### src/design/orsk_pkg.sv
`timescale 1ns / 1ps

package orsk_pkg;

  // fixed field widths
  localparam int unsigned UID_W    = 8;
  localparam int unsigned OP_W     = 2;
  localparam int unsigned STATUS_W = 2;
  localparam int unsigned OUT_W    = 32;

  // operation codes
  typedef enum logic [OP_W-1:0] {
    OP_PUSH   = 2'd0,
    OP_POP    = 2'd1,
    OP_LOOKUP = 2'd2
  } op_e;

  // result status codes
  typedef enum logic [STATUS_W-1:0] {
    ST_OK    = 2'd0,
    ST_EMPTY = 2'd1,
    ST_MISS  = 2'd2
  } status_e;

  // sequencer states
  typedef enum logic [1:0] {
    S_IDLE,
    S_POP,
    S_SCAN
  } state_e;

  // result request from the sequencer to the output stage
  typedef struct packed {
    logic    valid;
    status_e status;
    logic    hit;
  } res_t;

endpackage

### src/design/overwrite_ring_stack_key_lookup_core.sv
`timescale 1ns / 1ps

// Ring stack of DEPTH slots holding up to DEPTH-1 entries (uid plus data word);
// a push into a full ring drops the oldest entry. An item is taken when start_i
// is high and busy_o is low; its single result shows on the result ports for
// one cycle with done_o high, in the cycle after the last step of the item, and
// must be taken then since the receiver cannot stall. Push, unused op codes and
// pop or lookup on an empty ring finish in the idle state; a pop reads the
// newest entry and reports it from the pop state; a lookup compares entries
// oldest to newest until a hit or the end of the valid range (at most DEPTH-1
// entries) through the memory's single port and the one reused uid comparator.
module overwrite_ring_stack_key_lookup_core #(
  parameter int unsigned DEPTH      = 16,
  parameter int unsigned DATA_WIDTH = 32
) (
  input  logic                                clk_i,
  input  logic                                rst_ni,
  input  logic                                start_i,
  output logic                                busy_o,
  input  logic [orsk_pkg::OP_W-1:0]           op_i,
  input  logic [orsk_pkg::UID_W-1:0]          key_uid_i,
  input  logic [orsk_pkg::OUT_W-1:0]          entry_data_i,
  output logic                                done_o,
  output logic [orsk_pkg::STATUS_W-1:0]       status_o,
  output logic [orsk_pkg::UID_W-1:0]          out_uid_o,
  output logic [orsk_pkg::OUT_W-1:0]          out_data_o
);

  localparam int unsigned EW = orsk_pkg::UID_W + DATA_WIDTH;
  localparam int unsigned KW = (DATA_WIDTH < orsk_pkg::OUT_W) ? DATA_WIDTH : orsk_pkg::OUT_W;

  logic                        ram_we;
  logic [$clog2(DEPTH)-1:0]    ram_addr;
  logic [EW-1:0]               ram_wdata;
  logic [EW-1:0]               ram_rdata;
  logic [orsk_pkg::UID_W-1:0]  rd_uid;
  logic [DATA_WIDTH-1:0]       rd_data;
  logic [DATA_WIDTH-1:0]       wr_data;
  orsk_pkg::res_t              res;

  logic                           done_q;
  logic [orsk_pkg::STATUS_W-1:0]  status_q;
  logic [orsk_pkg::UID_W-1:0]     uid_q;
  logic [orsk_pkg::OUT_W-1:0]     data_q;

  // entry packing: uid above data
  assign wr_data   = DATA_WIDTH'(entry_data_i[KW-1:0]);
  assign ram_wdata = {key_uid_i, wr_data};
  assign rd_uid    = ram_rdata[EW-1 -: orsk_pkg::UID_W];
  assign rd_data   = ram_rdata[DATA_WIDTH-1:0];

  orsk_ram #(
    .WIDTH (EW),
    .DEPTH (DEPTH)
  ) u_ram (
    .clk_i   (clk_i),
    .we_i    (ram_we),
    .addr_i  (ram_addr),
    .wdata_i (ram_wdata),
    .rdata_o (ram_rdata)
  );

  orsk_ctrl #(
    .DEPTH (DEPTH)
  ) u_ctrl (
    .clk_i      (clk_i),
    .rst_ni     (rst_ni),
    .start_i    (start_i),
    .op_i       (op_i),
    .key_uid_i  (key_uid_i),
    .rd_uid_i   (rd_uid),
    .busy_o     (busy_o),
    .ram_we_o   (ram_we),
    .ram_addr_o (ram_addr),
    .res_o      (res)
  );

  // result strobe
  always_ff @(posedge clk_i or negedge rst_ni) begin
    if (!rst_ni) begin
      done_q <= 1'b0;
    end else begin
      done_q <= res.valid;
    end
  end

  // result payload, zero unless an entry was returned
  always_ff @(posedge clk_i) begin
    if (res.valid) begin
      status_q <= res.status;
      uid_q    <= res.hit ? rd_uid : '0;
      data_q   <= res.hit ? orsk_pkg::OUT_W'(rd_data[KW-1:0]) : '0;
    end
  end

  assign done_o     = done_q;
  assign status_o   = status_q;
  assign out_uid_o  = uid_q;
  assign out_data_o = data_q;

endmodule

### src/design/orsk_ram.sv
`timescale 1ns / 1ps

module orsk_ram #(
  parameter int unsigned WIDTH = 40,
  parameter int unsigned DEPTH = 16
) (
  input  logic                     clk_i,
  input  logic                     we_i,
  input  logic [$clog2(DEPTH)-1:0] addr_i,
  input  logic [WIDTH-1:0]         wdata_i,
  output logic [WIDTH-1:0]         rdata_o
);

  logic [WIDTH-1:0] mem_q [DEPTH];
  logic [WIDTH-1:0] rdata_q;

  // single port, registered read
  always_ff @(posedge clk_i) begin
    if (we_i) begin
      mem_q[addr_i] <= wdata_i;
    end
    rdata_q <= mem_q[addr_i];
  end

  assign rdata_o = rdata_q;

endmodule

### src/design/orsk_ctrl.sv
`timescale 1ns / 1ps

module orsk_ctrl #(
  parameter int unsigned DEPTH = 16
) (
  input  logic                            clk_i,
  input  logic                            rst_ni,
  input  logic                            start_i,
  input  logic [orsk_pkg::OP_W-1:0]       op_i,
  input  logic [orsk_pkg::UID_W-1:0]      key_uid_i,
  input  logic [orsk_pkg::UID_W-1:0]      rd_uid_i,
  output logic                            busy_o,
  output logic                            ram_we_o,
  output logic [$clog2(DEPTH)-1:0]        ram_addr_o,
  output orsk_pkg::res_t                  res_o
);

  localparam int unsigned PW = $clog2(DEPTH);
  localparam logic [PW-1:0] LAST = PW'(DEPTH - 1);

  orsk_pkg::state_e state_q, state_d;
  logic [PW-1:0] newest_q, newest_d;
  logic [PW-1:0] oldest_q, oldest_d;
  logic [PW-1:0] scan_q, scan_d;
  logic [orsk_pkg::UID_W-1:0] key_q, key_d;
  logic accept;
  logic empty;

  function automatic logic [PW-1:0] ring_next(input logic [PW-1:0] p);
    ring_next = (p == LAST) ? '0 : p + 1'b1;
  endfunction

  function automatic logic [PW-1:0] ring_prev(input logic [PW-1:0] p);
    ring_prev = (p == '0) ? LAST : p - 1'b1;
  endfunction

  assign busy_o = (state_q != orsk_pkg::S_IDLE);
  assign accept = start_i && !busy_o;
  assign empty  = (newest_q == oldest_q);

  // state and pointer registers
  always_ff @(posedge clk_i or negedge rst_ni) begin
    if (!rst_ni) begin
      state_q  <= orsk_pkg::S_IDLE;
      newest_q <= '0;
      oldest_q <= '0;
    end else begin
      state_q  <= state_d;
      newest_q <= newest_d;
      oldest_q <= oldest_d;
    end
  end

  // scan pointer and search key
  always_ff @(posedge clk_i) begin
    scan_q <= scan_d;
    key_q  <= key_d;
  end

  // sequencer: one ram access and one uid compare per cycle
  always_comb begin
    state_d    = state_q;
    newest_d   = newest_q;
    oldest_d   = oldest_q;
    scan_d     = scan_q;
    key_d      = key_q;
    ram_we_o   = 1'b0;
    ram_addr_o = newest_q;
    res_o      = '{valid: 1'b0, status: orsk_pkg::ST_OK, hit: 1'b0};
    unique case (state_q)
      orsk_pkg::S_IDLE: begin
        if (accept) begin
          key_d = key_uid_i;
          unique case (orsk_pkg::op_e'(op_i))
            orsk_pkg::OP_PUSH: begin
              newest_d   = ring_next(newest_q);
              ram_we_o   = 1'b1;
              ram_addr_o = newest_d;
              if (newest_d == oldest_q) begin
                oldest_d = ring_next(oldest_q);
              end
              res_o.valid = 1'b1;
            end
            orsk_pkg::OP_POP: begin
              if (empty) begin
                res_o.valid  = 1'b1;
                res_o.status = orsk_pkg::ST_EMPTY;
              end else begin
                ram_addr_o = newest_q;
                newest_d   = ring_prev(newest_q);
                state_d    = orsk_pkg::S_POP;
              end
            end
            orsk_pkg::OP_LOOKUP: begin
              if (empty) begin
                res_o.valid  = 1'b1;
                res_o.status = orsk_pkg::ST_MISS;
              end else begin
                scan_d     = ring_next(oldest_q);
                ram_addr_o = scan_d;
                state_d    = orsk_pkg::S_SCAN;
              end
            end
            default: begin
              // unused op code, plain ok result
              res_o.valid = 1'b1;
            end
          endcase
        end
      end
      orsk_pkg::S_POP: begin
        res_o.valid = 1'b1;
        res_o.hit   = 1'b1;
        state_d     = orsk_pkg::S_IDLE;
      end
      orsk_pkg::S_SCAN: begin
        // compare the entry read last cycle, oldest to newest
        if (rd_uid_i == key_q) begin
          res_o.valid = 1'b1;
          res_o.hit   = 1'b1;
          state_d     = orsk_pkg::S_IDLE;
        end else if (scan_q == newest_q) begin
          res_o.valid  = 1'b1;
          res_o.status = orsk_pkg::ST_MISS;
          state_d      = orsk_pkg::S_IDLE;
        end else begin
          scan_d     = ring_next(scan_q);
          ram_addr_o = scan_d;
        end
      end
      default: begin
        state_d = orsk_pkg::S_IDLE;
      end
    endcase
  end

endmodule

### config.mk
export PLATFORM = sky130hd
export DESIGN_NAME = overwrite_ring_stack_key_lookup_core
export DESIGN_NICKNAME = d
export VERILOG_FILES = /design/src/design/orsk_pkg.sv /design/src/design/overwrite_ring_stack_key_lookup_core.sv /design/src/design/orsk_ram.sv /design/src/design/orsk_ctrl.sv
export SDC_FILE = /design/constraint.sdc
export NUM_CORES = 1
export LEC_CHECK = 0
export ABC_CLOCK_PERIOD_IN_PS = 13000
export BUFFER_PORTS_ARGS = -buffer_cell sky130_fd_sc_hd__buf_4
export CELL_PAD_IN_SITES_DETAIL_PLACEMENT = 1
export CELL_PAD_IN_SITES_GLOBAL_PLACEMENT = 1
export CORE_ASPECT_RATIO = 0.8
export CORE_UTILIZATION = 35
export CTS_CLUSTER_DIAMETER = 100
export DETAILED_ROUTE_END_ITERATION = 10
export GPL_ROUTABILITY_DRIVEN = 0
export GPL_TIMING_DRIVEN = 1
export PLACE_DENSITY_LB_ADDON = 0.1
export SYNTH_ARGS = -nofsm -noshare
export SYNTH_HDL_FRONTEND = slang
export SYNTH_SLANG_ARGS = --single-unit
### constraint.sdc
create_clock -name clk_i -period 13 [get_ports clk_i]
set_clock_uncertainty 0.15 [all_clocks]
set_input_delay 2.6 -clock clk_i [delete_from_list [all_inputs] [get_ports clk_i]]
set_output_delay 2.6 -clock clk_i [all_outputs]
set_load 0.005 [all_outputs]
# After elaboration in Yosys (flattened, before gate mapping)
# Memories as Yosys holds them, arrays and structs flattened. A register that Yosys moved wholly into a read port is not among the register bits.
# Cells that the tools add are included.
[totals]
reg_bits = 65
ramBits = 640
in_bits = 45
output_inout_bits = 44
word_cells = 90
n_memories = 1
[memory_table]
columns = ["memory", "words", "width", "rd", "rd_clocked_by_memory_dff", "write_ports", "line", "text"]
rows = [
  ["u_ram.mem_q", 16, 40, 1, 1, 1, "orsk_ram.sv:14", "logic [WIDTH-1:0] mem_q [DEPTH];"],
]
[op_classes]
addsub = 4
n_eq_ne = 21
n_mux = 42
reduce_logical = 13
[ops]
columns = ["cell", "count"]
rows = [
  ["$mux 4", 14],
  ["$pmux 4 s2", 4],
  ["$pmux 2 s2", 4],
  ["$add 4x1->4 const B", 3],
  ["$eq 4x4->1", 3],
  ["$eq 4x4->1 const B", 3],
  ["$mux 2", 6],
  ["$mux 3", 4],
  ["$ne 2x2->1 const B", 5],
  ["$ne 3x3->1 const B", 3],
  ["$eq 8x8->1", 1],
  ["$reduce_and 4->1", 2],
  ["$mux 1", 7],
  ["$reduce_and 6->1", 1],
  ["$reduce_bool 2->1", 3],
  ["$reduce_and 5->1", 1],
  ["$eq 2x1->1 const B", 2],
  ["$eq 2x2->1 const B", 2],
  ["$logic_not 2->1", 2],
  ["$logic_not 4->1", 1],
  ["$pmux 1 s2", 2],
  ["$sub 4x1->4 const B", 1],
  ["$ne 3x1->1 const B", 1],
  ["$pmux 1 s3", 1],
  ["other kinds (4)", 4],
]

# Longest topological paths before layout
# Gate-level depths: netlist of run 1.
[depth]
ltp_word = 7
ltp_mapped = 13
mapped_depth_nobuf = 10

# Hierarchy
# Synthesis of run 1 repeated with hierarchy kept, for this count alone.
[hier_totals]
hier_cells = 1308
area_unflattened_um2 = 28159.5
[modules_own_cells]
columns = ["mod", "n_inst", "cells_per_inst", "area_each_um2", "seq_area_each_um2"]
rows = [
  ["orsk_ram", 1, 1042, 24807.5, 20019.2],
  ["orsk_ctrl", 1, 179, 1759.2, 610.6],
  ["overwrite_ring_stack_key_lookup_core", 1, 87, 1592.8, 1286.2],
]

# Worst setup path after synthesis of run 1
# No wires, ideal clock.
[synth_timing]
path_type = "input to register"
from = "input port op_i[0] (netlist bit)"
to = "memory u_ram.mem_q[12][0] (enable)"
setup_ps = 461
arrival_time_ps = 6521
required_time_ps = 12389
slack_ps = 5868
cell_stages = 12
n_path_buf = 3
cell_sequence = "inv_1 > ha_1 > o21ai_0 > a32oi_1 > o221a_4 > o21ai_2 > nor3b_2 > buf_6 > buf_6 > buf_2 > inv_2 > nor4_2"
[synth_via]
elab_chain_len = 6
elab_cells_between_ends = 10
cone_classes = "1 x eq/ne; 8 x mux; 1 x reduce/logical"
[synth_rtl]
columns = ["element", "line", "text"]
rows = [
  ["start, declared", "overwrite_ring_stack_key_lookup_core.sv:20", "input logic [orsk_pkg::OP_W-1:0] op_i,"],
  ["$logic_not 2->1", "--", ""],
  ["$mux 1", "orsk_ctrl.sv:74", "unique case (orsk_pkg::op_e'(op_i))"],
  ["$mux 1", "orsk_ctrl.sv:72", "if (accept) begin"],
  ["$mux 1", "orsk_ctrl.sv:70", "unique case (state_q)"],
  ["$mux 1", "orsk_ram.sv:19", "if (we_i) begin"],
  ["$mux 1 (not written as such)", "orsk_ram.sv:20", "mem_q[addr_i] <= wdata_i;"],
  ["end, declared", "orsk_ram.sv:14", ""],
]
# Several ways; a longest one is shown, not always the timed one.

# Worst setup path after layout of run 1
[layout_timing]
from = "input port op_i[0] (netlist bit)"
to = "memory u_ram.mem_q[0][13] (enable)"
# The elaborated chain is that of the path after synthesis.

==> impl_metrics.env, run 1 <==
export IMPL_seqPwrFrac_pct=36.2
export IMPL_vias_per_cell=5.458
export IMPL_met3_length_mm=2.843
export IMPL_grt_usage_pct=18.05
export IMPL_hold_path_end="out_data_o[31]"
export IMPL_die_area_um2=80750
export IMPL_totalWireLength_mm=73.35
export IMPL_numPortBuffers=88
export IMPL_clkSinkCount=745
export IMPL_coreArea_um2=78740
export IMPL_drc=0
export IMPL_yosysMostFrequentCell="edfxtp_1"
export IMPL_dr_pass1_iters=7
export IMPL_seqCellArea_um2=21920
export IMPL_diodes=0
export IMPL_synth_edf_count=694
export IMPL_worstSetupStartpointType="input port"
export IMPL_avgSynthCellArea_um2=17.38
export IMPL_min_path_cells=1
export IMPL_period_minus_slack_ns=6.722
export IMPL_multi_input_area_um2=5431
export IMPL_placement_rows=92
export IMPL_drv_slew=0
export IMPL_grt_pass1_vias=15690
export IMPL_wl_per_cell_um=26.31
export IMPL_finalSetupViolations=0
export IMPL_antenna_found_initial=2
export IMPL_postRouteAntennaNets=0
export IMPL_synth_distinct_cells=60
export IMPL_initial_utilization_pct=35.39
export IMPL_cts_tree="yes"
export IMPL_synth_cells=1603
export IMPL_critPathBufInv=5
export IMPL_drv_cap=0
export IMPL_postCtsHoldBufs=0
export IMPL_final_layout_size_suffix_gt1_share_pct=16.48
export IMPL_grt_overflow_total=0
export IMPL_ff2ff_path_depth=10
export IMPL_die_h_um=254.4
export IMPL_power_density_nw_per_um2=259.6
export IMPL_synth_warning_count=0
export IMPL_critPathMaxStageDelay_ns=0.70
export IMPL_pwr_share_comb_pct=37.7
export IMPL_post_cts_repair_setup_buffers=0
export IMPL_synth_common_cells="edfxtp_1, a21oi_1, a22oi_1, nand2_1, a222oi_1"
export IMPL_crit_path_end_kind="flip-flop"
export IMPL_clock_root_buffer="clkbuf_16"
export IMPL_synth_largest_area_cell="edfxtp_1"
export IMPL_internal_power_w=0.005220
export IMPL_yosysTopAreaCellShare_pct=74.79
export IMPL_wl_met2_mm=33.77
export IMPL_min_from="u_ram.rdata_o[31]"
export IMPL_cp_slowest_cell="nor2_4"
export IMPL_p_switching_w=0.003109
export IMPL_top_layer="met5"
export IMPL_cp_depth=12
export IMPL_fin_nets=1748
export IMPL_clk_insertion_delay_late_ns=0.62
export IMPL_clk_path_buf_depth=3
export IMPL_cpLargestDelayFamily="buffers and inverters"
export IMPL_fmax_ghz=0.1488
export IMPL_setup_tns_ns=0
export IMPL_worstMarginPinSlew_ns=1.194
export IMPL_r2r_end="u_ram.mem_q[0][13]"
export IMPL_reg2reg_from="u_ctrl.newest_q[2]"
export IMPL_synth_ff_type="edfxtp_1"
export IMPL_path_class="in -> reg"
export IMPL_rsz0062_at_grt="false"
export IMPL_cts_made_buffers=78
export IMPL_place_detailed_hpwl_mm=39.16
export IMPL_vias=15220
export IMPL_grt_max_degree=161
export IMPL_switching_share_pct=37.32
export IMPL_hold_class="reg -> reg"
export IMPL_syn_nets=1660
export IMPL_yosysSeqAreaShare_pct=78.65
export IMPL_wl_met1_mm=35.42
export IMPL_cts_resized=0
export IMPL_critPathArrivalTime_ns=6.83
export IMPL_status="finished, final reports clean"
export IMPL_ir_drop_uv=359.5
export IMPL_synthTopCellsByArea="edfxtp_1, a22oi_1, a222oi_1, dfxtp_1, a21oi_1"
export IMPL_hold_violations=0
export IMPL_htree_levels=3
export IMPL_power_total_w=0.008329
export IMPL_path_clk_slew_ns=0.06
export IMPL_post_route_period_util_pct=51.71
export IMPL_grt_pass1_wl_mm=107.8
export IMPL_async_flop_share_pct=1.477
export IMPL_crit_chain="buf_4 -> inv_1 -> ha_1 -> o21ai_0 -> a21oi_1 -> o2bb2ai_2 -> a221oi_4 -> buf_4 -> buf_4 -> nand3_1 -> nor2_4 -> buf_4"
export IMPL_reg2reg_slack_ns=7.67
export IMPL_cp_max_fo=45
export IMPL_syn_to_final_growth_pct=15.12
export IMPL_syn_area_um2=27860
export IMPL_slew_headroom_pct=20.38
export IMPL_dieWidth_um=317.5
export IMPL_cp_required_ns=13.11
export IMPL_total_leakage_power_nw=10.27
export IMPL_fillers=7631
export IMPL_crit_path_frequent_cell="buf_4"
export IMPL_ys_ff_latch=745
export IMPL_drt_iter0_drc=1433
export IMPL_io_pins=89
export IMPL_pwr_share_clk_pct=26.0
## cells by family after synthesis
kind of cell,synth area share (%)
flops,78.65
compound gates,13.08
simple gates,4.149
buf+inv,2.560
xor+xnor,0.7813
fa+ha+maj,0.5388
mux,0.2425
## worst max-delay path by stage
stage               startpoint  slack [ns]            endpoint
finish                 op_i[0]        6.28  u_ram.mem_q[0][13]
global route           op_i[0]        6.01  u_ram.mem_q[0][17]
CTS                    op_i[0]        6.30  u_ram.mem_q[0][13]
detailed placement     op_i[0]        5.63  u_ram.mem_q[0][13]
global placement       op_i[0]        5.75  u_ram.mem_q[0][13]
floorplan              op_i[0]        5.87  u_ram.mem_q[12][0]
## per-layer routing
metal | vias up | global-route usage [%]
li1 | 6777 | -
met1 | 8039 | 26.39
met2 | 305 | 28.26
met3 | 93 | 2.755
met4 | 2 | 4.411
met5 | - | 0
## worst reg2reg max path, cell delays in order, from the launching register on
cell      delay [ns]
dfrtp_1         0.70
xor2_2          0.19
or4_4           0.63
a32oi_1         0.22
nor2_1          0.10
a221oi_4        0.18
buf_4           0.46
buf_4           0.63
nand3_1         0.49
nor2_4          0.70
buf_4           0.52
## power by group through the flow
| stage | Sequential [W] | Clock (W) | Combinational [W] |
|---|---|---|---|
| floorplan | 0.00303 | 0 | 0.00217 |
| global placement | 0.00307 | 0 | 0.00320 |
| detailed placement | 0.00307 | 0 | 0.00322 |
| CTS | 0.00302 | 0.00223 | 0.00324 |
| global route | 0.00304 | 0.00230 | 0.00343 |
| finish | 0.00302 | 0.00217 | 0.00314 |
## through the flow
| stage | util, % | area, um2 | setup WS, ns | std cells | hold slack (ns) |
|---|---|---|---|---|---|
| floorplan | - | 27860 | 5.868 | 1603 | 0.3322 |
| global placement | 37.60 | 29600 | 5.746 | 2645 | 0.3408 |
| detailed placement | 37.60 | 29600 | 5.626 | 2645 | 0.3393 |
| CTS | 40.74 | 32080 | 6.296 | 2788 | 0.3558 |
| global route | 40.74 | 32080 | 6.012 | 2788 | 0.3687 |
| finish | 40.74 | 32080 | 6.278 | 2788 | 0.3515 |
## layout by cell type, fill, tap and decap left out, types with 4 or more instances in the layout
cell and n:
a21oi_1 133, a221oi_1 20, a221oi_2 20, a222oi_1 80, a22oi_1 121, a31oi_1 4
a32o_1 40, and2_1 41, buf_4 116, clkbuf_1 28, clkbuf_16 82, clkbuf_8 6
clkinv_1 10, clkinv_2 9, dfrtp_1 11, dfxtp_1 40, edfxtp_1 694, ha_1 12
inv_1 13, mux2_2 5, nand2_1 96, nand3_1 50, nor2_1 6, nor2_4 15
o21ai_0 17, xnor2_1 11, xor2_1 12
## flip-flops by register name (all words and copies together), names as in the netlist, 2 cells and up
name / count
status_o: 2
out_uid_o: 8
u_ram.mem_q: 640
u_ctrl.newest_q: 4
u_ctrl.oldest_q: 4
out_data_o: 32
u_ctrl.key_q: 8
u_ctrl.scan_q: 4
u_ram.rdata_o: 40
u_ctrl.state_q: 2
## layout make-up
cell class	count	area share [%]
flip-flops and latches	745	68.32
multi-input cells	734	16.93
clock buffers	116	6.982
well taps	1034	4.033
repair buffers	118	2.840
clock inverters	27	0.7294
inverters	14	0.1638
Power figures use the tool's default switching activity.
==> inputs of run 2 (changes only) <==
Settings changed: ABC_AREA set to 1, ABC_CLOCK_PERIOD_IN_PS 13000 to 6100.
Clock period 13 ns to 6.1 ns, I/O delays scaled along.
==> run 2 against run 1 <==
Clock power is 130% higher. Sequential power up 110%. Register-to-register slack lost 6.1 ns. Hold slack got worse by 0.073 ns. Non-clock buffer count up 10. Setup slack got worse by 4.7 ns. Final cell count grew 56%. Utilization is 0.15 points higher. Largest cell class unchanged.
==> impl_metrics.env, run 2 <==
export IMPL_die_h_um=270.1
export IMPL_crit_path_frequent_cell="buf_4"
export IMPL_final_cell_mix="nand2_1, edfxtp_1, nand3_1"
export IMPL_finalSetupViolations=0
export IMPL_synth_common_cells="nand2_1, edfxtp_1, nand3_1, inv_1, buf_2"
export IMPL_seqPwrFrac_pct=30.8
export IMPL_yosysSeqAreaShare_pct=69.69
export IMPL_synth_largest_area_cell="edfxtp_1"
export IMPL_hold_class="in -> async"
export IMPL_syn_area_um2=31450
export IMPL_synth_warning_count=0
export IMPL_grt_pass1_wl_mm=140.5
export IMPL_setup_tns_ns=0
export IMPL_wl_per_cell_um=21.26
export IMPL_internal_power_w=0.01148
export IMPL_dieWidth_um=337.1
export IMPL_postRouteAntennaNets=0
export IMPL_synth_top_family_by_area="simple AND/OR/NAND/NOR gates"
export IMPL_critPathMaxStageDelay_ns=0.66
export IMPL_stdcell_area_um2=36080
export IMPL_switching_share_pct=44.06
export IMPL_synth_compound_area_share_pct=0.6923
export IMPL_dr_pass1_iters=5
export IMPL_largest_reg_flops=640
export IMPL_synthSimpleGateAreaFrac_pct=24.22
export IMPL_initial_utilization_pct=35.64
export IMPL_clock_root_buffer="clkbuf_16"
export IMPL_crit_chain="buf_4 -> inv_1 -> ha_1 -> inv_1 -> a21oi_1 -> nand2_1 -> nand4_1 -> buf_4 -> nand4_1 -> nor2_4 -> buf_4"
export IMPL_crit_path_end_kind="flip-flop"
export IMPL_clk_insertion_delay_late_ns=0.63
export IMPL_pwr_share_clk_pct=24.0
export IMPL_slew_headroom_pct=22.55
export IMPL_grt_max_degree=204
export IMPL_io_pins=89
export IMPL_drt_iter0_drc=1374
export IMPL_place_detailed_hpwl_mm=48.14
export IMPL_cp_slowest_cell="buf_4"
export IMPL_clk_path_buf_depth=3
export IMPL_ir_drop_uv=791.3
export IMPL_regMostFlops="u_ram.mem_q"
export IMPL_fillers=9705
export IMPL_worstMarginPinSlew_ns=1.162
export IMPL_hold_violations=0
export IMPL_diodes=0
export IMPL_pwr_share_comb_pct=45.2
export IMPL_coreArea_um2=88230
export IMPL_syn_nets=3103
export IMPL_multi_input_area_um2=8293
export IMPL_cp_max_fo=40
export IMPL_async_flop_share_pct=1.477
export IMPL_period_minus_slack_ns=4.495
export IMPL_syn_to_final_growth_pct=14.74
export IMPL_synth_edf_count=694
export IMPL_yosys_area_share_adder_pct=0.4775
export IMPL_drv_slew=0
export IMPL_cts_tree="yes"
export IMPL_final_core_util_pct=40.89
export IMPL_status="finished, final reports clean"
export IMPL_rsz0062_at_grt="false"
export IMPL_p_switching_w=0.009040
export IMPL_critPathArrivalTime_ns=4.60
export IMPL_totalWireLength_mm=92.42
export IMPL_synthXorXnorAreaFrac_pct=0.3342
export IMPL_fin_nets=3150
export IMPL_vias_per_cell=4.932
export IMPL_seqCellArea_um2=21920
export IMPL_path_clk_slew_ns=0.06
export IMPL_avgSynthCellArea_um2=10.32
export IMPL_cp_required_ns=6.20
export IMPL_numPortBuffers=88
export IMPL_yosysTopAreaCellShare_pct=66.27
export IMPL_worstSetupStartpointType="input port"
export IMPL_yosysMostFrequentCell="nand2_1"
export IMPL_final_layout_size_suffix_gt1_share_pct=8.642
export IMPL_postCtsHoldBufs=0
export IMPL_ys_ff_latch=745
export IMPL_htree_levels=3
export IMPL_grt_pass1_vias=22410
export IMPL_synth_ff_type="edfxtp_1"
export IMPL_grt_usage_pct=20.46
export IMPL_synth_cells=3046
export IMPL_final_common_cell="nand2_1"
export IMPL_critPathBufInv=5
export IMPL_clkSinkCount=745
export IMPL_drc=0
export IMPL_path_class="in -> reg"
export IMPL_postPlaceCellArea_um2=33440
export IMPL_post_route_period_util_pct=73.68
export IMPL_vias=21440
export IMPL_total_leakage_power_nw=14.80
export IMPL_die_area_um2=91060
export IMPL_cts_resized=0
export IMPL_antenna_found_initial=4
export IMPL_synth_distinct_cells=27
export IMPL_power_density_nw_per_um2=568.6
export IMPL_cts_made_buffers=80
export IMPL_fmax_ghz=0.2225
export IMPL_synthTopCellsByArea="edfxtp_1, nand2_1, nand3_1, dfxtp_1, inv_1"
export IMPL_drv_cap=0
export IMPL_placement_rows=97
export IMPL_grt_overflow_total=0
export IMPL_synth_mux_area_share_pct=0.03183
export IMPL_cpLargestDelayFamily="buffers and inverters"
export IMPL_post_cts_repair_setup_buffers=0
-- run 2: cells by family (layout without fill, tap and decap cells) --
family / count (synthesis) / after routing
xor+xnor: 12 / 12
compound gates: 40 / 40
flops: 745 / 745
fa+ha+maj: 12 / 12
mux: 1 / 1
buf+inv: 326 / 439
simple gates: 1910 / 1910
-- run 2: layout make-up --
type                       instances  area share (%)
clock buffer                     119           6.436
clock inverter                    29          0.8773
inverter                         163           1.730
multi-input combinational       1975           22.98
sequential                       745           60.74
tap                             1188           4.120
timing repair buffer             128           3.114
-- run 2: worst reg2reg max path: cells and delay by family (launching register included) --
family                 cells  cell delay, ns
buffers and inverters      3            1.47
flip-flops                 1            0.49
AO/OA/AOI/OAI              1            0.20
AND/OR/NAND/NOR            9            1.78
-- run 2: path summary, 6_finish.rpt --
kind | start | endpoint | slack, ns | cells after the start
worst max-delay path | op_i[0] | u_ram.mem_q[14][29] | 1.61 | 11
worst min-delay path | rst_ni | u_ctrl.state_q[0] | 0.28 | 1
worst max register to register | u_ctrl.newest_q[1] | u_ram.mem_q[14][29] | 1.62 | 13
worst min register to register | u_ram.rdata_o[17] | out_data_o[17] | 0.38 | 2
max in group asynchronous | rst_ni | done_o | 5.34 | 1
min in group clk_i | u_ram.rdata_o[17] | out_data_o[17] | 0.38 | 2
-- run 2: through the flow --
stage               hold WS, ns  worst slack, ns  instances  total power (W)
finish                   0.2787            1.605       4347          0.02052
global route             0.2521            1.322       4347          0.02216
CTS                      0.2380            1.610       4347          0.02085
detailed placement       0.3771           0.9670       4199          0.01585
global placement         0.3797            1.048       4199          0.01571
floorplan                0.3516           0.9107       3046          0.01268
-- run 2: routing by layer --
| metal | part of all wire, % | GRT usage (%) |
|---|---|---|
| met4 | 1.7 | 4.151 |
| met1 | 49 | 29.74 |
| met2 | 46 | 32.45 |
| met3 | 3.6 | 2.922 |
| met5 | 0.0097 | 0 |
-- run 2: power groups by stage --
stage / combinational [W] / sequential (W) / clock, W
detailed placement: 0.00941 / 0.00644 / 0
global route: 0.0106 / 0.00636 / 0.00521
finish: 0.00927 / 0.00633 / 0.00492
floorplan: 0.00631 / 0.00637 / 0
CTS: 0.00947 / 0.00634 / 0.00504
global placement: 0.00928 / 0.00644 / 0
